[src/rtl/overwrite_ring_buffer_core_defines.svh]
// ---------------------------------------------------------------------------
// Overwrite ring buffer: assertion macros
// Shared concurrent assertion forms, clocked on clk and held off in reset.
// ---------------------------------------------------------------------------
`ifndef OVERWRITE_RING_BUFFER_CORE_DEFINES_SVH
`define OVERWRITE_RING_BUFFER_CORE_DEFINES_SVH

// Same-cycle implication.
`define ORB_ASSERT_NOW(label, ante, cons, msg) \
  label: assert property (@(posedge clk) disable iff (!rst_n) (ante) |-> (cons)) \
    else $error(msg);

// Next-cycle implication.
`define ORB_ASSERT_NEXT(label, ante, cons, msg) \
  label: assert property (@(posedge clk) disable iff (!rst_n) (ante) |=> (cons)) \
    else $error(msg);

`endif

[src/rtl/orb_pkg.sv]
// ---------------------------------------------------------------------------
// orb_pkg
// Types and constants shared by the ring buffer controller and datapath.
// ---------------------------------------------------------------------------
package orb_pkg;

  localparam int DEPTH_DEF     = 64;
  localparam int WORD_BITS_DEF = 64;

  localparam int ENTRY_W = 64;  // entry_word / entry_out field width
  localparam int CNT_W   = 7;   // capacity, counts and ring indices
  localparam int FUNC_W  = 2;

  localparam logic [CNT_W-1:0] CAP_RESET = 7'd64;

  localparam logic [FUNC_W-1:0] FUNC_APPEND = 2'd0;
  localparam logic [FUNC_W-1:0] FUNC_LIST   = 2'd1;
  localparam logic [FUNC_W-1:0] FUNC_REMOVE = 2'd2;

  typedef struct packed {
    logic append;
    logic list_start;
    logic remove;
    logic issue;       // read one entry of the list run
  } orb_cmd_t;

  typedef struct packed {
    logic held_zero;
    logic can_issue;   // read slot free for one more entry
    logic last_pending; // next read is the newest entry
  } orb_status_t;

endpackage

[src/rtl/orb_ctrl.sv]
// ---------------------------------------------------------------------------
// orb_ctrl
// Request decode and list-run sequencing for the ring buffer.
// ---------------------------------------------------------------------------
module orb_ctrl
  import orb_pkg::*;
(
  input  logic              clk,
  input  logic              rst_n,
  input  logic              in_tvalid,
  output logic              in_tready,
  input  logic [FUNC_W-1:0] in_func,
  input  orb_status_t       st,
  output orb_cmd_t          cmd
);

  typedef enum logic {
    S_IDLE,
    S_LIST
  } state_t;

  state_t state_r;
  state_t state_nxt;
  logic   accept;

  assign in_tready = (state_r == S_IDLE);
  assign accept    = in_tvalid && in_tready;

  always_comb begin
    cmd            = '0;
    cmd.append     = accept && (in_func == FUNC_APPEND);
    cmd.list_start = accept && (in_func == FUNC_LIST) && !st.held_zero;
    cmd.remove     = accept && (in_func == FUNC_REMOVE);
    cmd.issue      = (state_r == S_LIST) && st.can_issue;
  end

  always_comb begin
    state_nxt = state_r;
    case (state_r)
      S_IDLE: begin
        if (cmd.list_start) state_nxt = S_LIST;
      end
      S_LIST: begin
        // release input once the newest entry is read
        if (cmd.issue && st.last_pending) state_nxt = S_IDLE;
      end
      default: state_nxt = S_IDLE;
    endcase
  end

  always_ff @(posedge clk) begin
    if (!rst_n) begin
      state_r <= S_IDLE;
    end else begin
      state_r <= state_nxt;
    end
  end

endmodule

[src/rtl/orb_dp.sv]
// ---------------------------------------------------------------------------
// orb_dp
// Ring pointers, entry memory and the output register of the ring buffer.
// ---------------------------------------------------------------------------
module orb_dp
  import orb_pkg::*;
#(
  parameter int DEPTH     = DEPTH_DEF,
  parameter int WORD_BITS = WORD_BITS_DEF
) (
  input  logic               clk,
  input  logic               rst_n,
  input  logic               cfg_we,
  input  logic [CNT_W-1:0]   cfg_wdata,
  input  logic [ENTRY_W-1:0] in_entry_word,
  input  logic [CNT_W-1:0]   in_drop_count,
  input  orb_cmd_t           cmd,
  output orb_status_t        st,
  output logic               out_tvalid,
  input  logic               out_tready,
  output logic [ENTRY_W-1:0] out_entry,
  output logic               out_last
);

  localparam int AW = (DEPTH > 1) ? $clog2(DEPTH) : 1;
  localparam logic [CNT_W-1:0] CAP_RST =
    (int'(CAP_RESET) > DEPTH) ? CNT_W'(DEPTH) : CAP_RESET;

  logic [WORD_BITS-1:0] mem [DEPTH];

  logic [CNT_W-1:0] cap_r, cap_nxt;
  logic [CNT_W-1:0] head_r, head_nxt;
  logic [CNT_W-1:0] wr_r, wr_nxt;
  logic [CNT_W-1:0] held_r, held_nxt;
  logic [CNT_W-1:0] rd_r, rd_nxt;
  logic [CNT_W-1:0] rem_r, rem_nxt;
  logic             rd_v_r, rd_v_nxt;
  logic             rd_last_r;
  logic [WORD_BITS-1:0] rd_data_r;
  logic             out_v_r, out_v_nxt;
  logic             out_last_r;
  logic [WORD_BITS-1:0] out_data_r;

  logic [CNT_W-1:0] cfg_cap;
  logic [CNT_W-1:0] drop;
  logic [CNT_W-1:0] held_less;
  logic [CNT_W:0]   head_sum;
  logic [CNT_W-1:0] head_drop;
  logic             load_out;

  function automatic logic [CNT_W-1:0] ring_inc(input logic [CNT_W-1:0] idx,
                                                input logic [CNT_W-1:0] cap);
    logic [CNT_W-1:0] nx;
    nx = idx + 1'b1;
    return (nx == cap) ? '0 : nx;
  endfunction

  // saturate the written capacity to 1..DEPTH
  always_comb begin
    if (cfg_wdata == '0) begin
      cfg_cap = CNT_W'(1);
    end else if (int'(cfg_wdata) > DEPTH) begin
      cfg_cap = CNT_W'(DEPTH);
    end else begin
      cfg_cap = cfg_wdata;
    end
  end

  assign drop      = (in_drop_count > held_r) ? held_r : in_drop_count;
  assign held_less = held_r - drop;
  assign head_sum  = {1'b0, head_r} + {1'b0, drop};
  assign head_drop = (head_sum >= {1'b0, cap_r}) ? CNT_W'(head_sum - {1'b0, cap_r})
                                                  : head_sum[CNT_W-1:0];

  assign load_out = rd_v_r && (!out_v_r || out_tready);

  assign st.held_zero    = (held_r == '0);
  assign st.can_issue    = !rd_v_r || !out_v_r || out_tready;
  assign st.last_pending = (rem_r == CNT_W'(1));

  always_comb begin
    cap_nxt  = cap_r;
    head_nxt = head_r;
    wr_nxt   = wr_r;
    held_nxt = held_r;
    rd_nxt   = rd_r;
    rem_nxt  = rem_r;
    if (cfg_we) begin
      cap_nxt  = cfg_cap;
      head_nxt = '0;
      wr_nxt   = '0;
      held_nxt = '0;
    end else if (cmd.append) begin
      // full ring: drop the oldest
      if (held_r < cap_r) begin
        held_nxt = held_r + 1'b1;
      end else begin
        head_nxt = ring_inc(head_r, cap_r);
      end
      wr_nxt = ring_inc(wr_r, cap_r);
    end else if (cmd.remove) begin
      held_nxt = held_less;
      if (held_less == '0) begin
        head_nxt = '0;
        wr_nxt   = '0;
      end else begin
        head_nxt = head_drop;
      end
    end else if (cmd.list_start) begin
      rd_nxt  = head_r;
      rem_nxt = held_r;
    end else if (cmd.issue) begin
      rd_nxt  = ring_inc(rd_r, cap_r);
      rem_nxt = rem_r - 1'b1;
    end
  end

  always_comb begin
    rd_v_nxt = rd_v_r;
    if (cmd.issue) begin
      rd_v_nxt = 1'b1;
    end else if (load_out) begin
      rd_v_nxt = 1'b0;
    end
    out_v_nxt = out_v_r;
    if (load_out) begin
      out_v_nxt = 1'b1;
    end else if (out_tready) begin
      out_v_nxt = 1'b0;
    end
  end

  always_ff @(posedge clk) begin
    if (!rst_n) begin
      cap_r   <= CAP_RST;
      head_r  <= '0;
      wr_r    <= '0;
      held_r  <= '0;
      rd_r    <= '0;
      rem_r   <= '0;
      rd_v_r  <= 1'b0;
      out_v_r <= 1'b0;
    end else begin
      cap_r   <= cap_nxt;
      head_r  <= head_nxt;
      wr_r    <= wr_nxt;
      held_r  <= held_nxt;
      rd_r    <= rd_nxt;
      rem_r   <= rem_nxt;
      rd_v_r  <= rd_v_nxt;
      out_v_r <= out_v_nxt;
    end
  end

  always_ff @(posedge clk) begin
    if (cmd.append) begin
      mem[AW'(wr_r)] <= in_entry_word[WORD_BITS-1:0];
    end
    if (cmd.issue) begin
      rd_data_r <= mem[AW'(rd_r)];
      rd_last_r <= st.last_pending;
    end
  end

  always_ff @(posedge clk) begin
    if (load_out) begin
      out_data_r <= rd_data_r;
      out_last_r <= rd_last_r;
    end
  end

  assign out_tvalid = out_v_r;
  assign out_entry  = ENTRY_W'(out_data_r);
  assign out_last   = out_last_r;

endmodule

[src/rtl/overwrite_ring_buffer_core.sv]
// ---------------------------------------------------------------------------
// overwrite_ring_buffer_core
// Ring buffer of up to capacity entries that overwrites the oldest when full.
// ---------------------------------------------------------------------------
// Requests arrive on the in_ stream: in_tuser carries the function (append,
// list, remove), in_tdata the entry word and the drop count. Append and
// remove requests produce nothing. A list request of
// n held entries streams them on the out_ stream, oldest first, with
// out_tlast on the newest; an empty ring lists nothing.
// The first entry of a list passes the list state, the read and the output
// registers after the request is accepted; entries then follow one per cycle
// while out_tready is high, set by the single read port of the entry memory.
// in_tready stays low after a list request until the newest entry is read.
// A stalled out_tready holds the output register and one read in flight;
// reading pauses until the receiver takes the entry.
// cfg_we writes the capacity (0 acts as 1, above DEPTH as DEPTH) and empties
// the ring. Reset empties the ring and sets capacity to 64 (or DEPTH if
// smaller); the entry memory is not cleared.
// ---------------------------------------------------------------------------
`include "overwrite_ring_buffer_core_defines.svh"

module overwrite_ring_buffer_core
  import orb_pkg::*;
#(
  parameter int DEPTH     = DEPTH_DEF,
  parameter int WORD_BITS = WORD_BITS_DEF
) (
  input  logic                 clk,
  input  logic                 rst_n,
  input  logic                 cfg_we,
  input  logic [CNT_W-1:0]     cfg_wdata,   // capacity
  input  logic                 in_tvalid,
  output logic                 in_tready,
  input  logic [71:0]          in_tdata,    // [63:0] entry_word, [70:64] drop_count, [71] zero
  input  logic [FUNC_W-1:0]    in_tuser,    // [1:0] func
  output logic                 out_tvalid,
  input  logic                 out_tready,
  output logic [ENTRY_W-1:0]   out_tdata,   // [63:0] entry_out
  output logic                 out_tlast    // last_entry
);

  orb_cmd_t    cmd;
  orb_status_t st;

  orb_ctrl u_ctrl (
    .clk       (clk),
    .rst_n     (rst_n),
    .in_tvalid (in_tvalid),
    .in_tready (in_tready),
    .in_func   (in_tuser),
    .st        (st),
    .cmd       (cmd)
  );

  orb_dp #(
    .DEPTH     (DEPTH),
    .WORD_BITS (WORD_BITS)
  ) u_dp (
    .clk           (clk),
    .rst_n         (rst_n),
    .cfg_we        (cfg_we),
    .cfg_wdata     (cfg_wdata),
    .in_entry_word (in_tdata[ENTRY_W-1:0]),
    .in_drop_count (in_tdata[ENTRY_W+CNT_W-1:ENTRY_W]),
    .cmd           (cmd),
    .st            (st),
    .out_tvalid    (out_tvalid),
    .out_tready    (out_tready),
    .out_entry     (out_tdata),
    .out_last      (out_tlast)
  );

  `ORB_ASSERT_NOW(a_cmd_exclusive, 1'b1, $onehot0(cmd), "ring commands overlap")
  `ORB_ASSERT_NEXT(a_list_holds_input, cmd.list_start, !in_tready, "input open during list run")
  `ORB_ASSERT_NEXT(a_last_frees, cmd.issue && st.last_pending, in_tready, "input not released")

endmodule

[config.mk]
export PLATFORM = sky130hd
export DESIGN_NAME = overwrite_ring_buffer_core
export DESIGN_NICKNAME = d
export VERILOG_FILES = /design/src/rtl/orb_pkg.sv /design/src/rtl/orb_ctrl.sv /design/src/rtl/orb_dp.sv /design/src/rtl/overwrite_ring_buffer_core.sv
export VERILOG_INCLUDE_DIRS = /design/src /design/src/rtl
export SDC_FILE = /design/constraint.sdc
export NUM_CORES = 2
export LEC_CHECK = 0
export BUFFER_PORTS_ARGS = -buffer_cell sky130_fd_sc_hd__buf_4
export CAP_MARGIN = 10
export CORE_MARGIN = 2
export CORE_UTILIZATION = 39
export CTS_CLUSTER_DIAMETER = 80
export CTS_CLUSTER_SIZE = 10
export DETAILED_ROUTE_END_ITERATION = 6
export GPL_ROUTABILITY_DRIVEN = 0
export PLACE_DENSITY = 0.63
export SKIP_CTS_REPAIR_TIMING = 1
export SYNTH_ARGS = -nofsm -noshare
export SYNTH_HDL_FRONTEND = slang
export SYNTH_SLANG_ARGS = --single-unit
[constraint.sdc]
create_clock -name clk -period 5.9 [get_ports clk]
set_input_delay 0.59 -clock clk [delete_from_list [all_inputs] [get_ports clk]]
set_output_delay 0.59 -clock clk [all_outputs]
set_load 0.01 [all_outputs]
* Word-level counts from Yosys, hierarchy flattened *
Memory sizes are Yosys's and may differ from the RTL's. A register that Yosys moved wholly into a read port is not among the register bits.
Index checks and enable logic that the tools add are counted.

storage, ports and cells
  register bits = 111
  bits in latches = 0
  bits in writable memories = 4,096
  ROM bits = 0
  output and inout bits = 67
  memories kept = 1

memories
  name      depth  bits a word  rd ports  clocked after memory_dff  write ports  RTL line      source
  u_dp.mem  64     64           1         1                         1            orb_dp.sv:29  logic [WORD_BITS-1:0] mem [DEPTH];

operators by class
  $add $sub $neg = 8
  multipliers = 0
  divide/modulo/power cells = 0
  order comparisons = 4
  equal/unequal tests = 8
  shifts and indexed selects = 0
  mux-type cells = 30
  bitwise gates (word level) = 5
  reduce and logical (&&, ||, !) cells = 28

operators with widths
  cell                   number
  $mux W7                21
  $add A7 B1 Y7 const B  4
  $eq A7 B7 Y1           3
  $logic_not A7 Y1       3
  $sub A7 B7 Y7          2
  $reduce_bool A2 Y1     5
  $add A7 B7 Y8          1
  $ge A8 B7 Y1           1
  $logic_and A1 B1 Y1    8
  $mux W1                8
  $eq A7 B1 Y1 const B   1
  $gt A7 B7 Y1           1
  $gt A7 B7 Y1 const B   1
  $lt A7 B7 Y1           1
  $sub A7 B1 Y7 const B  1
  $reduce_and A2 Y1      3
  $not A1 Y1             5
  $reduce_and A4 Y1      1
  $logic_not A1 Y1       3
  $logic_or A1 B1 Y1     3
  $eq A2 B1 Y1 const B   1
  $eq A2 B2 Y1 const B   1
  $logic_not A2 Y1       1
  $ne A2 B1 Y1 const B   1
  3 further kinds        3

* Depth between registers and ports, before layout *
  depth in word-level cells = 8
  gate-level depth with buffers = 23
  gate-level depth less buffers = 23

* By module *
Synthesis repeated with hierarchy kept, for this count alone.

unflattened totals
  cells, all modules = 6,497
  area total of the unflattened synthesis = 163,027.6 um^2

modules (own cells, without submodules)
  module    times used  cells each  area an instance (um^2)
  orb_dp    1           6,487       162,915.0
  orb_ctrl  1           10          112.6

* Worst setup path before layout *
Ideal clock, no wire load.

  path kind = input port to flip-flop
  start point = input in_tuser[1]
  end point = memory u_dp.mem[45][0] in the netlist's numbering (enable)
  setup time = 0.487 ns
  arrival = 4.498 ns
  data required time = 5.413 ns
  path slack = 0.916 ns
  stages on the path = 6
  cells stage by stage = or3b_1 > nand2b_1 > clkbuf_1 > nor2_1 > nand3_1 > nor2_1

on the way
  cells in the longest elaborated chain, start to end = 4

ends and longest elaborated chain
  item                           RTL line                          source
  start, declared                overwrite_ring_buffer_core.sv:35  input logic [FUNC_W-1:0] in_tuser,
  $logic_not A2 Y1               orb_ctrl.sv:31                    cmd.append = accept && (in_func == FUNC_APPEND);
  $logic_and A1 B1 Y1            orb_ctrl.sv:31
  $mux W1                        orb_dp.sv:156                     if (cmd.append) begin
  $mux W1 (not written as such)  orb_dp.sv:157                     mem[AW'(wr_r)] <= in_entry_word[WORD_BITS-1:0];
  end, declared                  orb_dp.sv:29

Every way passes these cells.

* Final worst setup path *
  start point = register u_dp.held_r[2]
  end point = register u_dp.head_r[2]

on the way
  cells in the longest elaborated chain, start to end = 8
  elaborated cells on any way between the ends = 14
  classes of those cells = 3 x add/sub; 3 x order compare; 1 x eq/ne; 5 x mux; 2 x reduce/logical

ends and longest elaborated chain
  item                                                  RTL line       source
  start, declared                                       orb_dp.sv:34   logic [CNT_W-1:0] held_r, held_nxt;
  start signal, assigned                                orb_dp.sv:147  held_r <= held_nxt;
  $gt A7 B7 Y1                                          orb_dp.sv:69   assign drop = (in_drop_count > held_r) ? held_r : in_drop_count;
  $mux W7                                               orb_dp.sv:69
  $add A7 B7 Y8                                         orb_dp.sv:71   assign head_sum = {1'b0, head_r} + {1'b0, drop};
  $sub A7 B7 Y7 / $ge A8 B7 Y1 (equally long branches)  orb_dp.sv:72   assign head_drop = (head_sum >= {1'b0, cap_r}) ? CNT_W'(head_sum - {1'b0, cap_r})
  $mux W7                                               orb_dp.sv:72
  $mux W7                                               orb_dp.sv:103  if (held_less == '0) begin
  $mux W7                                               orb_dp.sv:101  end else if (cmd.remove) begin
  $mux W7                                               orb_dp.sv:93   end else if (cmd.append) begin
  end signal, assigned                                  orb_dp.sv:145  head_r <= head_nxt;
  end, declared                                         orb_dp.sv:32   logic [CNT_W-1:0] head_r, head_nxt;

Parallel ways exist; a longest one is shown, timed or not. The select of a mux whose other input is x is not followed.
A chain may end at the register's enable or synchronous reset.

==> reports/metrics.yaml <==
outcome: "finished with violations"
violations: "negative hold slack"
cp_max_fo: 7
worstMarginPinSlew_ns: 1.185
clock.fmax_mhz: 188.7
setup_violations: 0
netlist_instances: 6498
tns_ns: 0
ios: 153
tritoncts: "built"
synthTopCellsByArea: "edfxtp_1 (78%), mux4_2 (19%), dfxtp_1 (0.55%)"
ys_ff_latch: 4271
insertion_delay_ns: 1.02
syn2layout_area_growth_pct: 14.19
antenna_found_initial: 21
synth_compound_area_share_pct: 0.6045
critPathLaunchType: "flop"
clkTransAtPathRegs_ns: 0.06
fin_crit_sh_pct: 89.80
core_area_sq_mm: 0.4163
synth_top_area_share_pct: 77.90
most-common-layout-cells: "edfxtp_1 (4226), mux4_2 (1344), clkbuf_16 (474), buf_4 (308), buf_12 (89)"
synth_warnings: 0
drv_slew: 0
synth-xor-area-share_pct: 0.2565
io_buffer_count: 151
rsz0062_at_grt: "no"
maxCapViolations: 0
grt_pass1_vias: 76837
clock_sinks: 4271
synth_edf_count: 4226
grt_max_degree: 104
overflow: 0
grt_util_all_layers_pct: 19.87
combPwrFrac_pct: 4.0
required_ns: 6.75
netSwitchingFraction_pct: 20.61
crit_arrival_ns: 6.15
synth_ff_type: "edfxtp_1"
power.density_mw_per_mm2: 331.0
async_flop_share_pct: 0
syn_nets: 6627
synth_area_sq_mm: 0.1629
final_common_cell: "edfxtp_1"
grt_pass1_wl_microns: 597400
synth_top_family_by_area: "multiplexers"
vias: 75353
layout_min_cycle_time_ns: 5.298
drive_above_1_share_pct: 32.99
critPathKind: "flop to flop"
final_hold_viol_count: 1
peakVddDrop_mv: 0.2959
die_h_microns: 650.3
root_buffer: "clkbuf_16"
ys_seq_area_share_pct: 78.45
routed_wl_microns: 426700
die_x_microns: 650.3
hold_class: "input pin to flop"
hold-worst-slack_ns: -0.004539
clockBufferDepth: 4
drt_iter0_drc: 8626
drc: 0
place.detailed.hpwl_microns: 225100
synthMuxAreaShare_pct: 18.66
cts_made_buffers: 474
p_leak_nw: 55.00
htreeDepth: 5
ys_types: 64
die_area_sq_mm: 0.4229
critPathCaptureType: "flop"
wire_per_inst_microns: 33.81
fin_skew_ns: 0.09364
p_sw_mw: 12.69
initial_core_util_pct: 39.13
intPower_mw: 48.88
synthSimpleGateAreaFrac_pct: 0.7581
vias_per_cell: 5.971
slew_headroom_pct: 20.98
firstDrtPassIters: 5
p_seq_share_pct: 54.4
postRouteAntennaNets: 0
rows: 237
yosys.area.top_type: "edfxtp_1"
synth_fa_ha_area_share_pct: 0.3441
nNetsFinal: 7186
pwr-share-clk_pct: 41.7
syn_area_per_cell_sq_um: 25.07
## worst max-delay path, cell delays in order (launching register included)
cell and delay (ns):
dfxtp_1 0.47, inv_1 0.16, ha_1 0.35, nand3b_1 0.12
a21oi_1 0.22, nor3_1 0.09, buf_4 0.15, nor2_1 0.23
buf_4 0.20, mux2_2 0.36, ha_1 0.34, a21o_1 0.17
a21o_1 0.19, buf_4 0.13, xor2_1 0.16, ha_1 0.31
o21a_1 0.14, o31ai_1 0.09, o2bb2ai_1 0.18, o221ai_1 0.45
buf_4 0.23, mux2i_1 0.16, nand2b_1 0.12, a31oi_1 0.09
## registers in the layout (all words and copies together) (netlist names)
| signal | flops |
|---|---|
| u_dp.wr_r | 7 |
| u_dp.out_entry | 64 |
| u_dp.rem_r | 7 |
| u_dp.rd_r | 7 |
| u_dp.rd_last_r | 1 |
| u_dp.out_last | 1 |
| u_dp.held_r | 7 |
| u_dp.mem | 4096 |
| u_ctrl.state_r | 1 |
| u_dp.head_r | 7 |
| u_dp.cap_r | 7 |
| u_dp.rd_data_r | 64 |
| u_dp.out_tvalid | 1 |
| u_dp.rd_v_r | 1 |
## final cells by class
cell class / instances / area [sq um]
Multi-Input combinational cell: 1863 / 34080
Timing Repair Buffer: 409 / 4214
Clock buffer: 483 / 11900
Tap cell: 5497 / 6878
Clock inverter: 45 / 943.4
Sequential cell: 4271 / 127800
Fill cell: 34079 / 230300
Inverter: 38 / 147.6
Antenna cell: 13 / 32.53
## logic make-up after synthesis
logic type | after synthesis
fa+ha+maj | 43
buf+inv | 364
flops | 4271
xor+xnor | 43
simple gates | 264
mux | 1355
compound gates | 158
## per-stage QoR
| stage | instances | util, % | power, mW | area [sq um] | setup slack, ns |
|---|---|---|---|---|---|
| after floorplan | 6498 | - | 35.56 | 162900 | 0.9157 |
| after global placement | 12066 | 41.56 | 36.51 | 173000 | 0.5768 |
| after detailed placement | 12066 | 41.56 | 36.57 | 173000 | 0.6325 |
| after CTS | 12594 | 44.64 | 62.14 | 185900 | 0.6939 |
| after global routing | 12611 | 44.67 | 63.36 | 186000 | 0.2741 |
| final | 12619 | 44.68 | 61.56 | 186000 | 0.6017 |
## power groups by stage
stage               Combinational (mW)  Clock [mW]  Sequential [mW]
global placement                  2.42           0             34.1
detailed placement                2.47           0             34.1
CTS                               2.48        26.2             33.5
floorplan                         1.49           0             34.1
global route                      2.63        27.3             33.5
finish                            2.44        25.7             33.5
## Yosys cell counts, types with 10 or more instances
master and count:
nor3_1 10, xnor2_1 27, ha_1 40, o21ai_1 25, nand3_1 29, o21ai_0 25, a31oi_1 12, clkbuf_1 165
nor2b_1 11, and3_1 15, dfxtp_1 45, a21oi_1 35, buf_2 110, xor2_1 13, nand2_1 34, inv_1 32
mux4_2 1344, nor2_1 121, buf_1 49, edfxtp_1 4226
## per-layer routing
| metal | wire (microns) | GRT usage [%] |
|---|---|---|
| met1 | 169700 | 27.12 |
| met2 | 213200 | 33.29 |
| met3 | 32230 | 3.303 |
| met4 | 11420 | 5.143 |
| met5 | 87 | 0 |
## path summary, 6_finish.rpt
path                                            to  depth (start not counted)                from  slack (ns)
worst max register to register      u_dp.head_r[2]                         23      u_dp.held_r[2]        0.60
worst min register to register  u_dp.out_entry[60]                          0  u_dp.rd_data_r[60]        0.41
worst max-delay path                u_dp.head_r[2]                         23      u_dp.held_r[2]        0.60
worst min-delay path               u_dp.out_tvalid                          4          out_tready      -0.005
(Power assumes the default switching activity.)
